## src/rtl/core/iq_correlation_demodulator_assert.svh

```systemverilog
// Assertion macros for the I/Q correlation demodulator.
// Clocked on clk and disabled during rst; included by the top level only.
// Build with NO_ASSERTIONS defined to drop every check.
`ifndef IQ_CORRELATION_DEMODULATOR_ASSERT_SVH
`define IQ_CORRELATION_DEMODULATOR_ASSERT_SVH
`ifndef NO_ASSERTIONS
`define IQCD_ASSERT_NOW(label, ante, cons, msg) \
  label: assert property (@(posedge clk) disable iff (rst) (ante) |-> (cons)) \
    else $error(msg);
`define IQCD_ASSERT_NEXT(label, ante, cons, msg) \
  label: assert property (@(posedge clk) disable iff (rst) (ante) |=> (cons)) \
    else $error(msg);
`else
`define IQCD_ASSERT_NOW(label, ante, cons, msg)
`define IQCD_ASSERT_NEXT(label, ante, cons, msg)
`endif
`endif

```

## src/rtl/core/iqcd_pkg.sv

```systemverilog
// Shared types, constants and the quarter-wave cosine generator.
// No dependencies; used by every module of the I/Q correlation demodulator.
`timescale 1ns / 1ps
`default_nettype none

package iqcd_pkg;

  localparam int SAMPLE_W      = 12;
  localparam int PHASE_W       = 32;
  localparam int MAX_ADDR_BITS = 14;
  localparam int ROM_W         = 15;
  localparam int TRIG_W        = 16;
  localparam int PROD_W        = 28;
  localparam int SUM_W         = 40;
  localparam int QUEUE_DEPTH   = 4;
  localparam int QUEUE_PTR_W   = $clog2(QUEUE_DEPTH);
  localparam int QUEUE_CNT_W   = $clog2(QUEUE_DEPTH + 1);

  localparam logic signed [SUM_W-1:0] SUM_MAX = {1'b0, {(SUM_W-1){1'b1}}};
  localparam logic signed [SUM_W-1:0] SUM_MIN = {1'b1, {(SUM_W-1){1'b0}}};

  localparam logic [63:0] ONE_Q62     = 64'h4000_0000_0000_0000;
  localparam logic [63:0] HALF_PI_Q62 = 64'h6487_ED51_10B4_611A;
  localparam int          TAYLOR_TERMS = 14;

  typedef enum logic [1:0] {
    QUAD_FIRST,
    QUAD_SECOND,
    QUAD_THIRD,
    QUAD_FOURTH
  } quadrant_t;

  // One accepted sample on its way to the multiply-accumulate side.
  typedef struct packed {
    logic signed [SAMPLE_W-1:0] centered;
    logic [MAX_ADDR_BITS-1:0]   phase_top;
    logic                       last;
  } item_t;

  typedef struct packed {
    logic                   full;
    logic                   empty;
    logic [QUEUE_CNT_W-1:0] count;
  } queue_status_t;

  function automatic logic [63:0] mul_high(input logic [63:0] a, input logic [63:0] b);
    logic [127:0] w;
    w = 128'(a) * 128'(b);
    return w[127:64];
  endfunction

  // Divide by (2n-1)*2n for one Taylor term.
  function automatic logic [63:0] taylor_div(input logic [63:0] v, input int n);
    case (n)
      1:       return v / 64'd2;
      2:       return v / 64'd12;
      3:       return v / 64'd30;
      4:       return v / 64'd56;
      5:       return v / 64'd90;
      6:       return v / 64'd132;
      7:       return v / 64'd182;
      8:       return v / 64'd240;
      9:       return v / 64'd306;
      10:      return v / 64'd380;
      11:      return v / 64'd462;
      12:      return v / 64'd552;
      13:      return v / 64'd650;
      14:      return v / 64'd756;
      default: return v;
    endcase
  endfunction

  // round(32767 * cos(k * pi / 2^(qbits+1))) in Q62 fixed point; elaboration only.
  function automatic logic [TRIG_W-1:0] quarter_cos(input int qbits, input int k);
    logic [63:0] x;
    logic [63:0] x2;
    logic [63:0] t;
    logic [63:0] p;
    logic [63:0] r;
    x  = mul_high(HALF_PI_Q62, 64'(k) << (64 - qbits));
    x2 = mul_high(x, x) << 2;
    t  = ONE_Q62;
    for (int n = TAYLOR_TERMS; n >= 1; n--) begin
      p = taylor_div(mul_high(x2, t) << 2, n);
      t = ONE_Q62 - p;
    end
    r = mul_high(t << 1, 64'd32767 << 32);
    return TRIG_W'((r + (64'd1 << 30)) >> 31);
  endfunction

endpackage

`default_nettype wire

```

## src/rtl/core/iqcd_front.sv

```systemverilog
// Front side: step register, phase accumulator, sample centering.
// Pushes one item into the queue per accepted sample; uses iqcd_pkg.
`timescale 1ns / 1ps
`default_nettype none

module iqcd_front (
  input  logic                            clk,
  input  logic                            rst,
  input  logic                            cfg_wr_en,
  input  logic [31:0]                     cfg_wr_data,
  input  logic                            in_valid,
  output logic                            in_ready,
  input  logic [11:0]                     sample,
  input  logic                            last_sample,
  input  iqcd_pkg::queue_status_t         q_status,
  output logic                            push,
  output iqcd_pkg::item_t                 push_item
);
  import iqcd_pkg::*;

  logic [PHASE_W-1:0] phase_step;
  logic [PHASE_W-1:0] phase;
  logic [PHASE_W-1:0] phase_next;

  assign in_ready = !q_status.full;
  assign push     = in_valid && in_ready;

  // Flip the top bit: offset binary to two's complement, i.e. subtract mid-scale.
  assign push_item.centered  = {~sample[SAMPLE_W-1], sample[SAMPLE_W-2:0]};
  assign push_item.phase_top = phase[PHASE_W-1 -: MAX_ADDR_BITS];
  assign push_item.last      = last_sample;

  // Restart the phase at zero after the frame's last sample.
  assign phase_next = last_sample ? '0 : phase + phase_step;

  always_ff @(posedge clk) begin
    if (rst) begin
      phase_step <= '0;
      phase      <= '0;
    end else begin
      if (cfg_wr_en) begin
        phase_step <= cfg_wr_data;
      end
      if (push) begin
        phase <= phase_next;
      end
    end
  end

endmodule

`default_nettype wire

```

## src/rtl/core/iqcd_queue.sv

```systemverilog
// Short first-in first-out queue between the front and back sides.
// Holds iqcd_pkg::item_t entries; uses iqcd_pkg.
`timescale 1ns / 1ps
`default_nettype none

module iqcd_queue (
  input  logic                    clk,
  input  logic                    rst,
  input  logic                    push,
  input  iqcd_pkg::item_t         push_item,
  input  logic                    pop,
  output iqcd_pkg::item_t         pop_item,
  output iqcd_pkg::queue_status_t status
);
  import iqcd_pkg::*;

  item_t                  entries [QUEUE_DEPTH];
  logic [QUEUE_PTR_W-1:0] wr_ptr;
  logic [QUEUE_PTR_W-1:0] rd_ptr;
  logic [QUEUE_CNT_W-1:0] count;

  assign pop_item      = entries[rd_ptr];
  assign status.count  = count;
  assign status.full   = (count == QUEUE_CNT_W'(QUEUE_DEPTH));
  assign status.empty  = (count == '0);

  always_ff @(posedge clk) begin
    if (push) begin
      entries[wr_ptr] <= push_item;
    end
  end

  always_ff @(posedge clk) begin
    if (rst) begin
      wr_ptr <= '0;
      rd_ptr <= '0;
      count  <= '0;
    end else begin
      if (push) begin
        wr_ptr <= wr_ptr + 1'b1;
      end
      if (pop) begin
        rd_ptr <= rd_ptr + 1'b1;
      end
      case ({push, pop})
        2'b10:   count <= count + 1'b1;
        2'b01:   count <= count - 1'b1;
        default: count <= count;
      endcase
    end
  end

endmodule

`default_nettype wire

```

## src/rtl/core/iqcd_back.sv

```systemverilog
// Back side: cosine/sine lookup, two multiplies, saturating 40-bit sums, result register.
// Quarter-wave table is built at elaboration from iqcd_pkg::quarter_cos.
`timescale 1ns / 1ps
`default_nettype none

module iqcd_back #(
  parameter int TABLE_ADDR_BITS = 10
) (
  input  logic                    clk,
  input  logic                    rst,
  input  iqcd_pkg::queue_status_t q_status,
  output logic                    pop,
  input  iqcd_pkg::item_t         pop_item,
  output logic                    out_valid,
  input  logic                    out_ready,
  output logic signed [39:0]      in_phase_sum,
  output logic signed [39:0]      quadrature_sum,
  output logic                    saturated
);
  import iqcd_pkg::*;

  localparam int QB   = TABLE_ADDR_BITS - 2;
  localparam int QLEN = 1 << QB;

  logic [ROM_W-1:0] quarter_rom [QLEN];

  for (genvar k = 0; k < QLEN; k++) begin : g_rom
    assign quarter_rom[k] = ROM_W'(quarter_cos(QB, k));
  end

  logic                        adv;
  logic [TABLE_ADDR_BITS-1:0]  idx;
  quadrant_t                   quad;
  logic [QB-1:0]               j;
  logic [QB-1:0]               j_mir;
  logic signed [TRIG_W-1:0]    tab_a;
  logic signed [TRIG_W-1:0]    tab_b;
  logic signed [TRIG_W-1:0]    cos_val;
  logic signed [TRIG_W-1:0]    sin_val;

  logic                        s1_valid;
  logic                        s1_last;
  logic signed [SAMPLE_W-1:0]  s1_centered;
  logic signed [TRIG_W-1:0]    s1_cos;
  logic signed [TRIG_W-1:0]    s1_sin;

  logic                        s2_valid;
  logic                        s2_last;
  logic signed [PROD_W-1:0]    s2_prod_i;
  logic signed [PROD_W-1:0]    s2_prod_q;

  logic signed [SUM_W-1:0]     acc_i;
  logic signed [SUM_W-1:0]     acc_q;
  logic                        sat_flag;
  logic signed [SUM_W:0]       sum_i;
  logic signed [SUM_W:0]       sum_q;
  logic                        ovf_i;
  logic                        ovf_q;
  logic signed [SUM_W-1:0]     clip_i;
  logic signed [SUM_W-1:0]     clip_q;

  // Whole side advances unless a finished result is still waiting.
  assign adv = !out_valid || out_ready;
  assign pop = adv && !q_status.empty;

  assign idx   = pop_item.phase_top[MAX_ADDR_BITS-1 -: TABLE_ADDR_BITS];
  assign quad  = quadrant_t'(idx[TABLE_ADDR_BITS-1 -: 2]);
  assign j     = idx[QB-1:0];
  assign j_mir = ~j + {{(QB-1){1'b0}}, 1'b1};
  assign tab_a = TRIG_W'(quarter_rom[j]);
  assign tab_b = (j == '0) ? '0 : TRIG_W'(quarter_rom[j_mir]);

  always_comb begin
    case (quad)
      QUAD_FIRST: begin
        cos_val = tab_a;
        sin_val = tab_b;
      end
      QUAD_SECOND: begin
        cos_val = -tab_b;
        sin_val = tab_a;
      end
      QUAD_THIRD: begin
        cos_val = -tab_a;
        sin_val = -tab_b;
      end
      QUAD_FOURTH: begin
        cos_val = tab_b;
        sin_val = -tab_a;
      end
      default: begin
        cos_val = tab_a;
        sin_val = tab_b;
      end
    endcase
  end

  assign sum_i  = (SUM_W+1)'(acc_i) + (SUM_W+1)'(s2_prod_i);
  assign sum_q  = (SUM_W+1)'(acc_q) + (SUM_W+1)'(s2_prod_q);
  assign ovf_i  = sum_i[SUM_W] ^ sum_i[SUM_W-1];
  assign ovf_q  = sum_q[SUM_W] ^ sum_q[SUM_W-1];
  assign clip_i = ovf_i ? (sum_i[SUM_W] ? SUM_MIN : SUM_MAX) : sum_i[SUM_W-1:0];
  assign clip_q = ovf_q ? (sum_q[SUM_W] ? SUM_MIN : SUM_MAX) : sum_q[SUM_W-1:0];

  always_ff @(posedge clk) begin
    if (adv) begin
      s1_last     <= pop_item.last;
      s1_centered <= pop_item.centered;
      s1_cos      <= cos_val;
      s1_sin      <= sin_val;
      s2_last     <= s1_last;
      s2_prod_i   <= PROD_W'(s1_centered * s1_cos);
      s2_prod_q   <= PROD_W'(s1_centered * s1_sin);
    end
    if (adv && s2_valid && s2_last) begin
      in_phase_sum   <= clip_i;
      quadrature_sum <= clip_q;
      saturated      <= sat_flag || ovf_i || ovf_q;
    end
  end

  always_ff @(posedge clk) begin
    if (rst) begin
      s1_valid  <= 1'b0;
      s2_valid  <= 1'b0;
      out_valid <= 1'b0;
      acc_i     <= '0;
      acc_q     <= '0;
      sat_flag  <= 1'b0;
    end else if (adv) begin
      s1_valid  <= !q_status.empty;
      s2_valid  <= s1_valid;
      out_valid <= s2_valid && s2_last;
      if (s2_valid) begin
        if (s2_last) begin
          acc_i    <= '0;
          acc_q    <= '0;
          sat_flag <= 1'b0;
        end else begin
          acc_i    <= clip_i;
          acc_q    <= clip_q;
          sat_flag <= sat_flag || ovf_i || ovf_q;
        end
      end
    end
  end

endmodule

`default_nettype wire

```

## src/rtl/core/iq_correlation_demodulator.sv

```systemverilog
// Top level of the single-bin DFT (I/Q correlation) demodulator.
// Instantiates iqcd_front, iqcd_queue and iqcd_back; uses iqcd_pkg and the assert header.
`timescale 1ns / 1ps
`default_nettype none

// Takes one 12-bit offset-binary ADC sample per item, centers it, multiplies it by
// cosine and sine of a 32-bit phase and adds both products into 40-bit saturating
// sums. The phase is zero on a frame's first sample and advances by phase_step
// (written through cfg_wr_en/cfg_wr_data while the block is idle) after each one.
// An item flagged last_sample closes the frame: one result with both sums and the
// saturation flag comes out, and phase, sums and flag restart from zero. Throughput
// is one item per clock; the front side takes an item every cycle while the
// four-entry queue has room, and the back side drains one entry per cycle unless a
// result waits on out_ready. After the last item of a frame is accepted it passes
// through the queue entry, the table-lookup register and the multiply register, and
// the accumulate lands in the result register while out_valid is set by the back
// pipeline; a waiting result stalls that path.
// Cosine and sine come from a 2^(TABLE_ADDR_BITS-2) entry quarter-wave table built
// at elaboration; there is no clearing pass after reset.
module iq_correlation_demodulator #(
  parameter int TABLE_ADDR_BITS = 10
) (
  input  logic               clk,
  input  logic               rst,
  input  logic               cfg_wr_en,
  input  logic [31:0]        cfg_wr_data,
  input  logic               in_valid,
  output logic               in_ready,
  input  logic [11:0]        sample,
  input  logic               last_sample,
  output logic               out_valid,
  input  logic               out_ready,
  output logic signed [39:0] in_phase_sum,
  output logic signed [39:0] quadrature_sum,
  output logic               saturated
);
  import iqcd_pkg::*;

  `include "iq_correlation_demodulator_assert.svh"

  // Queue handshake between the two sides.
  logic          push;
  logic          pop;
  item_t         push_item;
  item_t         pop_item;
  queue_status_t q_status;

  // Front: hold the step register, advance the phase, center each sample.
  iqcd_front u_front (
    .clk         (clk),
    .rst         (rst),
    .cfg_wr_en   (cfg_wr_en),
    .cfg_wr_data (cfg_wr_data),
    .in_valid    (in_valid),
    .in_ready    (in_ready),
    .sample      (sample),
    .last_sample (last_sample),
    .q_status    (q_status),
    .push        (push),
    .push_item   (push_item)
  );

  // Queue: absorb output stalls so the front keeps taking items while it has room.
  iqcd_queue u_queue (
    .clk       (clk),
    .rst       (rst),
    .push      (push),
    .push_item (push_item),
    .pop       (pop),
    .pop_item  (pop_item),
    .status    (q_status)
  );

  // Back: look up cos/sin, multiply, accumulate, register the frame result.
  iqcd_back #(
    .TABLE_ADDR_BITS (TABLE_ADDR_BITS)
  ) u_back (
    .clk            (clk),
    .rst            (rst),
    .q_status       (q_status),
    .pop            (pop),
    .pop_item       (pop_item),
    .out_valid      (out_valid),
    .out_ready      (out_ready),
    .in_phase_sum   (in_phase_sum),
    .quadrature_sum (quadrature_sum),
    .saturated      (saturated)
  );

  // Queue fill must track pushes and pops exactly.
  `IQCD_ASSERT_NEXT(a_queue_count, 1'b1,
                    q_status.count == $past(q_status.count) + QUEUE_CNT_W'($past(push))
                                      - QUEUE_CNT_W'($past(pop)),
                    "queue count lost track of push/pop")
  // Never more entries than the queue holds.
  `IQCD_ASSERT_NOW(a_queue_bound, 1'b1,
                   q_status.count <= QUEUE_CNT_W'(QUEUE_DEPTH),
                   "queue count above depth")
  // Leave reset with nothing queued and no result shown.
  `IQCD_ASSERT_NOW(a_reset_clean, $past(rst),
                   !out_valid && q_status.empty,
                   "state not clear after reset")

endmodule

`default_nettype wire
```

## config.mk

```make
export PLATFORM = sky130hd
export DESIGN_NAME = iq_correlation_demodulator
export DESIGN_NICKNAME = d
export VERILOG_FILES = /design/src/rtl/core/iqcd_pkg.sv /design/src/rtl/core/iqcd_front.sv /design/src/rtl/core/iqcd_queue.sv /design/src/rtl/core/iqcd_back.sv /design/src/rtl/core/iq_correlation_demodulator.sv
export VERILOG_INCLUDE_DIRS = /design/src /design/src/rtl/core
export SDC_FILE = /design/constraint.sdc
export NUM_CORES = 2
export LEC_CHECK = 0
export ABC_AREA = 1
export BUFFER_PORTS_ARGS = -buffer_cell sky130_fd_sc_hd__buf_4
export CORE_UTILIZATION = 36
export CTS_CLUSTER_DIAMETER = 60
export CTS_CLUSTER_SIZE = 40
export DETAILED_ROUTE_END_ITERATION = 6
export GPL_ROUTABILITY_DRIVEN = 0
export SLEW_MARGIN = 30
export SYNTH_ARGS = -nofsm -noshare
export SYNTH_HDL_FRONTEND = slang
export SYNTH_SLANG_ARGS = --single-unit
```

## constraint.sdc

```tcl
create_clock -name clk -period 9.1 [get_ports clk]
set_clock_uncertainty 0.1 [all_clocks]
set_input_delay 0 -clock clk [delete_from_list [all_inputs] [get_ports clk]]
set_output_delay 0 -clock clk [all_outputs]
set_load 0.01 [all_outputs]
```

# Word level (Yosys, flattened, before mapping)

Memory sizes are Yosys's and may differ from the RTL's. A register that Yosys moved wholly into a read port is not among the register bits.
Index checks and enable logic that the tools add are counted.

Memory bits (writable): 108
Memories kept: 3
Register bits after elaboration: 338
Memory bits (read-only): 7,680
Bits of input ports: 50

Equality and inequality tests: 6
Add/subtract/negate cells: 10
Multipliers: 2
Reductions and logical operators: 16
Magnitude comparators: 2
Mux-type cells: 20
Bitwise logic cells: 6

Memory list:

| memory           | words | bits a word | read ports | clocked after memory_dff | write ports | line             | text |
|---|---|---|---|---|---|---|---|
| (name not given) | 256   | 15          | 1          | 0                        | 0           | iqcd_back.sv:71  | `assign tab_b = (j == '0) ? '0 : TRIG_W'(quarter_rom[j_mir]);` |
| (name not given) | 256   | 15          | 1          | 0                        | 0           | iqcd_back.sv:70  | `assign tab_a = TRIG_W'(quarter_rom[j]);` |
| u_queue.entries  | 4     | 27          | 1          | 1                        | 1           | iqcd_queue.sv:17 | `item_t entries [QUEUE_DEPTH];` |

Operators by type and width:

| operator                                                        | count |
|---|---|
| 40-bit two-way mux                                              | 6 |
| 16-bit one-hot mux with 4 select lines                          | 2 |
| 40-bit by 28-bit adder with 41-bit output                       | 2 |
| 15-bit two-way mux                                              | 5 |
| 12-bit by 16-bit multiplier with 28-bit output                  | 2 |
| 32-bit adder                                                    | 1 |
| 32-bit two-way mux                                              | 1 |
| 9-bit greater-or-equal comparator, second input constant        | 2 |
| 8-bit NOT with 9-bit output                                     | 2 |
| 15-bit negator with 16-bit output                               | 1 |
| 16-bit negator                                                  | 1 |
| 8-bit by 1-bit adder with 8-bit output, second input constant   | 1 |
| 8-bit zero test                                                 | 1 |
| 8-bit NOT                                                       | 1 |
| 2-bit == test, second input constant                            | 3 |
| 3-bit one-hot mux with 2 select lines                           | 1 |
| 1-bit logical AND                                               | 5 |
| 2-bit by 1-bit adder with 2-bit output, second input constant   | 2 |
| 2-bit by 1-bit == test with 1-bit output, second input constant | 2 |
| 2-bit two-way mux                                               | 2 |
| 3-bit by 1-bit adder with 3-bit output, second input constant   | 1 |
| 3-bit == test, second input constant                            | 1 |
| 1-bit zero test                                                 | 3 |
| 3-bit zero test                                                 | 1 |
| other kinds (8)                                                 | 13 |

# Longest topological paths before layout

Depth in word-level cells: 9
Gate-level depth with buffers: 34
Gate-level depth less buffers: 28

# Cells and area by module

A second synthesis with hierarchy kept.

Cells, all modules: 6,536
Area, all modules: 46,992.6 um2

By module, submodules not included:

| module     | cells each | area an instance (um2) | times used | seq. area each (um2) |
|---|---|---|---|---|
| iqcd_back  | 5,407      | 37,627.3               | 1          | 7,176.9 |
| iqcd_front | 810        | 4,868.4                | 1          | 1,281.2 |
| iqcd_queue | 319        | 4,496.8                | 1          | 3,423.3 |

# Least setup slack after synthesis

OpenSTA, ideal clock, no wires.

Path kind: register to register
Start: reg u_back.s1_centered[3]
End: reg u_back.s2_prod_q[27] (data pin)
Path slack: 3.437 ns
Stages on the path, launching flop included: 25
Buffers on the path: 1
Setup time: 0.265 ns
Arrival: 5.298 ns
Cell sequence: edfxtp_1 clkbuf_1 nand2_1 fa_1 fa_1 fa_1 inv_1 fa_1 inv_1 fa_1 inv_1 ha_1 a21oi_1 inv_1 a31oi_1 o21ai_0 a21boi_0 o21ai_0 nand2_1 nand2_1 nand3_1 nand2_1 a21oi_1 o21ai_0 xor2_1

Cells in the longest elaborated chain, start to end: 1

RTL lines:

| what                                           | line             | text |
|---|---|---|
| start: declaration                             | iqcd_back.sv:43  | `logic signed [SAMPLE_W-1:0] s1_centered;` |
| start signal: assignment                       | iqcd_back.sv:108 | `s1_centered <= pop_item.centered;` |
| 12-bit by 16-bit multiplier with 28-bit output | iqcd_back.sv:113 | `s2_prod_q <= PROD_W'(s1_centered * s1_sin);` |
| end signal: assignment                         | iqcd_back.sv:113 |  |
| end: declaration                               | iqcd_back.sv:50  | `logic signed [PROD_W-1:0] s2_prod_q;` |

Every way passes these cells.
A chain may end at the register's enable or synchronous reset.

==> impl_metrics.ini <==
[synth]
synthesis.area_um2 = 44130
synth_common_cells = nand2_1, inv_1, a21oi_1
ys.flop_type = edfxtp_1
synthTopCellsByArea = edfxtp_1, fa_1, nand2_1
seq_area_frac_synth_pct = 25.83
yosysMostFrequentCell = nand2_1
synth-seq-cells = 432
synth_edf_count = 275
ys_warn_count = 0
async_flop_share_pct = 0
avgSynthCellArea_um2 = 7.414
ys_types = 57
yosys.area.top_type = edfxtp_1
netlist.area_leader.share_pct = 18.71
syn-instance-count = 5952
syn_nets = 6649

[route]
antenna_left = 0
routedWlPerCell_um = 17.54
vias = 40510
drtIter0Drc = 4422
vias_per_cell = 5.281
drt-pass1-iter-count = 7
wl_um = 134500
drc = 5

[placed_design]
postPlaceCellArea_um2 = 46240
hpwl_um = 98020
dpl.cell_count = 7491
port_buffers = 132

[finish]
fin_cells = 7670
fin_util_pct = 40.07
finish.net_count = 6714
multi_input_area_um2 = 28180
final_cell_area_um2 = 48780
syn2layout_area_growth_pct = 10.53
fillerInstances = 12550
register_area_um2 = 11400
drive_above_1_share_pct = 5.840
diodes = 0

[critical_path]
rrSetupSlack_ps = 2090
start_kind = register
rr_worst_depth = 27
timing.rr.end = u_back.s1_sin[14]$_DFFE_PN_
critPathMaxFanout = 29
timing.critical_path.arrival_ps = 7210
crit_type = register to register
cp.required_ps = 9300
cp-end-kind = register
slowest_delay_ps = 740
cpMaxStageDelayCell = ha_1

[floorplanning]
core_area_um2 = 121700
die_area_um2 = 124000
die_h_um = 352.1
row_count = 128
start_util_pct = 36.26
die_w_um = 352.1
ioPinCount = 133

[global_route]
overflow = 0
grt_pass1_vias = 39500
grtUsageTotal_pct = 21.22
antenna_found_initial = 8
grt_max_degree = 94
grt_pass1_wl_um = 214300

[run_status]
violations = DRC
status = finished with violations

[timing]
tightest_slew_ps = 985.8
rsz0062_at_grt = false
fmax_mhz = 142.6
setup_viol = 0
tns_ps = 0
final-max-slew-violation-count = 0
hold_viol = 0
slew-limit-headroom_pct = 34.28
fin_crit_ps = 7014
min_period_over_period_pct = 77.08

[worst_hold_path]
hp-start = sample[9]
min_path_cells = 2
hold_end = u_queue.entries[1][24]$_DFFE_PP_
worstHoldPathType = input pin to register

[job]
cap_violations = 0

[cts]
clk_latency_ps = 600
cts_tree = done
cts_resized = 0
cts_root_buf = clkbuf_16
postCtsHoldBufs = 113
cts_buffer_depth = 3
clk_pin_slew_ps = 100
h-tree-depth = 2
postCtsSetupRepairBufs = 0
cts-buffers-inserted = 36
clock-sinks = 432
==> logic make-up after synthesis <==
kind of cell | Yosys count | synth area share (%)
AO/OA/AOI/OAI | 868 | 10.76
XOR/XNOR | 144 | 2.875
adder cells (fa/ha/maj) | 647 | 24.57
buffers and inverters | 1134 | 10.40
flip-flops | 432 | 25.83
AND/OR/NAND/NOR | 2727 | 25.55
==> per-layer routing <==
| layer | routed length, um | up-vias | global-route usage (%) |
|---|---|---|---|
| met5 | 84 | - | 0 |
| met4 | 5891 | 14 | 8.530 |
| met3 | 11600 | 389 | 3.638 |
| met2 | 59390 | 1877 | 33.72 |
| met1 | 57540 | 19130 | 28.59 |
| li1 | - | 19100 | - |
==> worst max-delay path, delay by kind of cell, from the launching register on <==
family | cells | cell delay [ps]
buffers and inverters | 8 | 2380
flip-flops | 1 | 310
adder cells (fa/ha/maj) | 3 | 1310
AND/OR/NAND/NOR | 16 | 2590
==> layout make-up <==
| class | instances | share of cell area, % |
|---|---|---|
| Sequential cell | 432 | 23.37 |
| Clock inverter | 24 | 0.8491 |
| Inverter | 867 | 6.693 |
| Clock buffer | 42 | 2.024 |
| Timing Repair Buffer | 294 | 5.112 |
| Multi-Input combinational cell | 4386 | 57.78 |
| Tap cell | 1625 | 4.168 |
==> how the worst max path moves through the flow <==
stage	from	to	slack, ps	cells past startpoint
final	register	u_back.s1_sin[14]$_DFFE_PN_	2090	27
after global routing	register	u_back.s1_sin[14]$_DFFE_PN_	1840	27
after CTS	register	u_back.s1_sin[14]$_DFFE_PN_	2460	27
after detailed placement	u_back.s1_centered[3]$_DFFE_PN_	u_back.s2_prod_q[27]$_DFFE_PN_	2530	24
after global placement	register	u_back.s1_cos[12]$_DFFE_PN_	2410	27
after floorplan	u_back.s1_centered[3]$_DFFE_PN_	u_back.s2_prod_q[27]$_DFFE_PN_	3440	24
==> placed cells by master, fill, tap and decap left out, drive strengths merged, types with 4 or more instances in the layout <==
master | Yosys | final
a211oi | 4 | 4
a21boi | 16 | 16
a21o | 12 | 12
a21oi | 412 | 412
a31oi | 28 | 28
buf | 118 | 181
clkbuf | 149 | 42
clkinv | 5 | 15
dfxtp | 157 | 157
dlygate4sd3 | 0 | 113
edfxtp | 275 | 275
fa | 366 | 366
ha | 281 | 281
inv | 862 | 875
nand2 | 1870 | 1870
nand3 | 410 | 410
nand3b | 12 | 12
nand4 | 46 | 46
nor2 | 338 | 338
nor3 | 20 | 20
nor4 | 7 | 7
o2111ai | 13 | 13
o211ai | 31 | 31
o21a | 11 | 11
o21ai | 295 | 295
o21bai | 11 | 11
o221ai | 8 | 8
o22ai | 17 | 17
or2 | 15 | 15
xnor2 | 67 | 67
xor2 | 77 | 77
==> sequential cells by signal (all words and copies together), names as in the netlist, named ones only <==
signal / cells
u_queue.wr_ptr: 2
u_back.acc_i: 40
u_queue.rd_ptr: 2
u_back.s2_last: 1
u_back.out_valid: 1
u_queue.count: 3
u_back.quadrature_sum: 40
u_back.sat_flag: 1
u_back.saturated: 1
u_back.acc_q: 40
u_back.s1_last: 1
u_back.s1_sin: 16
u_back.s2_valid: 1
u_back.s1_valid: 1
u_queue.entries: 92
u_back.in_phase_sum: 40
u_front.phase_step: 32
u_back.s2_prod_i: 28
u_front.phase: 32
u_back.s2_prod_q: 28
u_back.s1_centered: 12
u_back.s1_cos: 16
==> through the flow <==
stage	setup slack (ps)	hold WS, ps
6_report	2086	113.6
5_1_grt	1842	89.93
4_1_cts	2459	53.20
3_3_place_gp	2408	103.9
2_1_floorplan	3437	-1.131
3_5_place_dp	2525	106.5
Power is left out: the tool's default activity adds up to more than one toggle a clock period on the data nets, which glitch-free logic cannot reach.
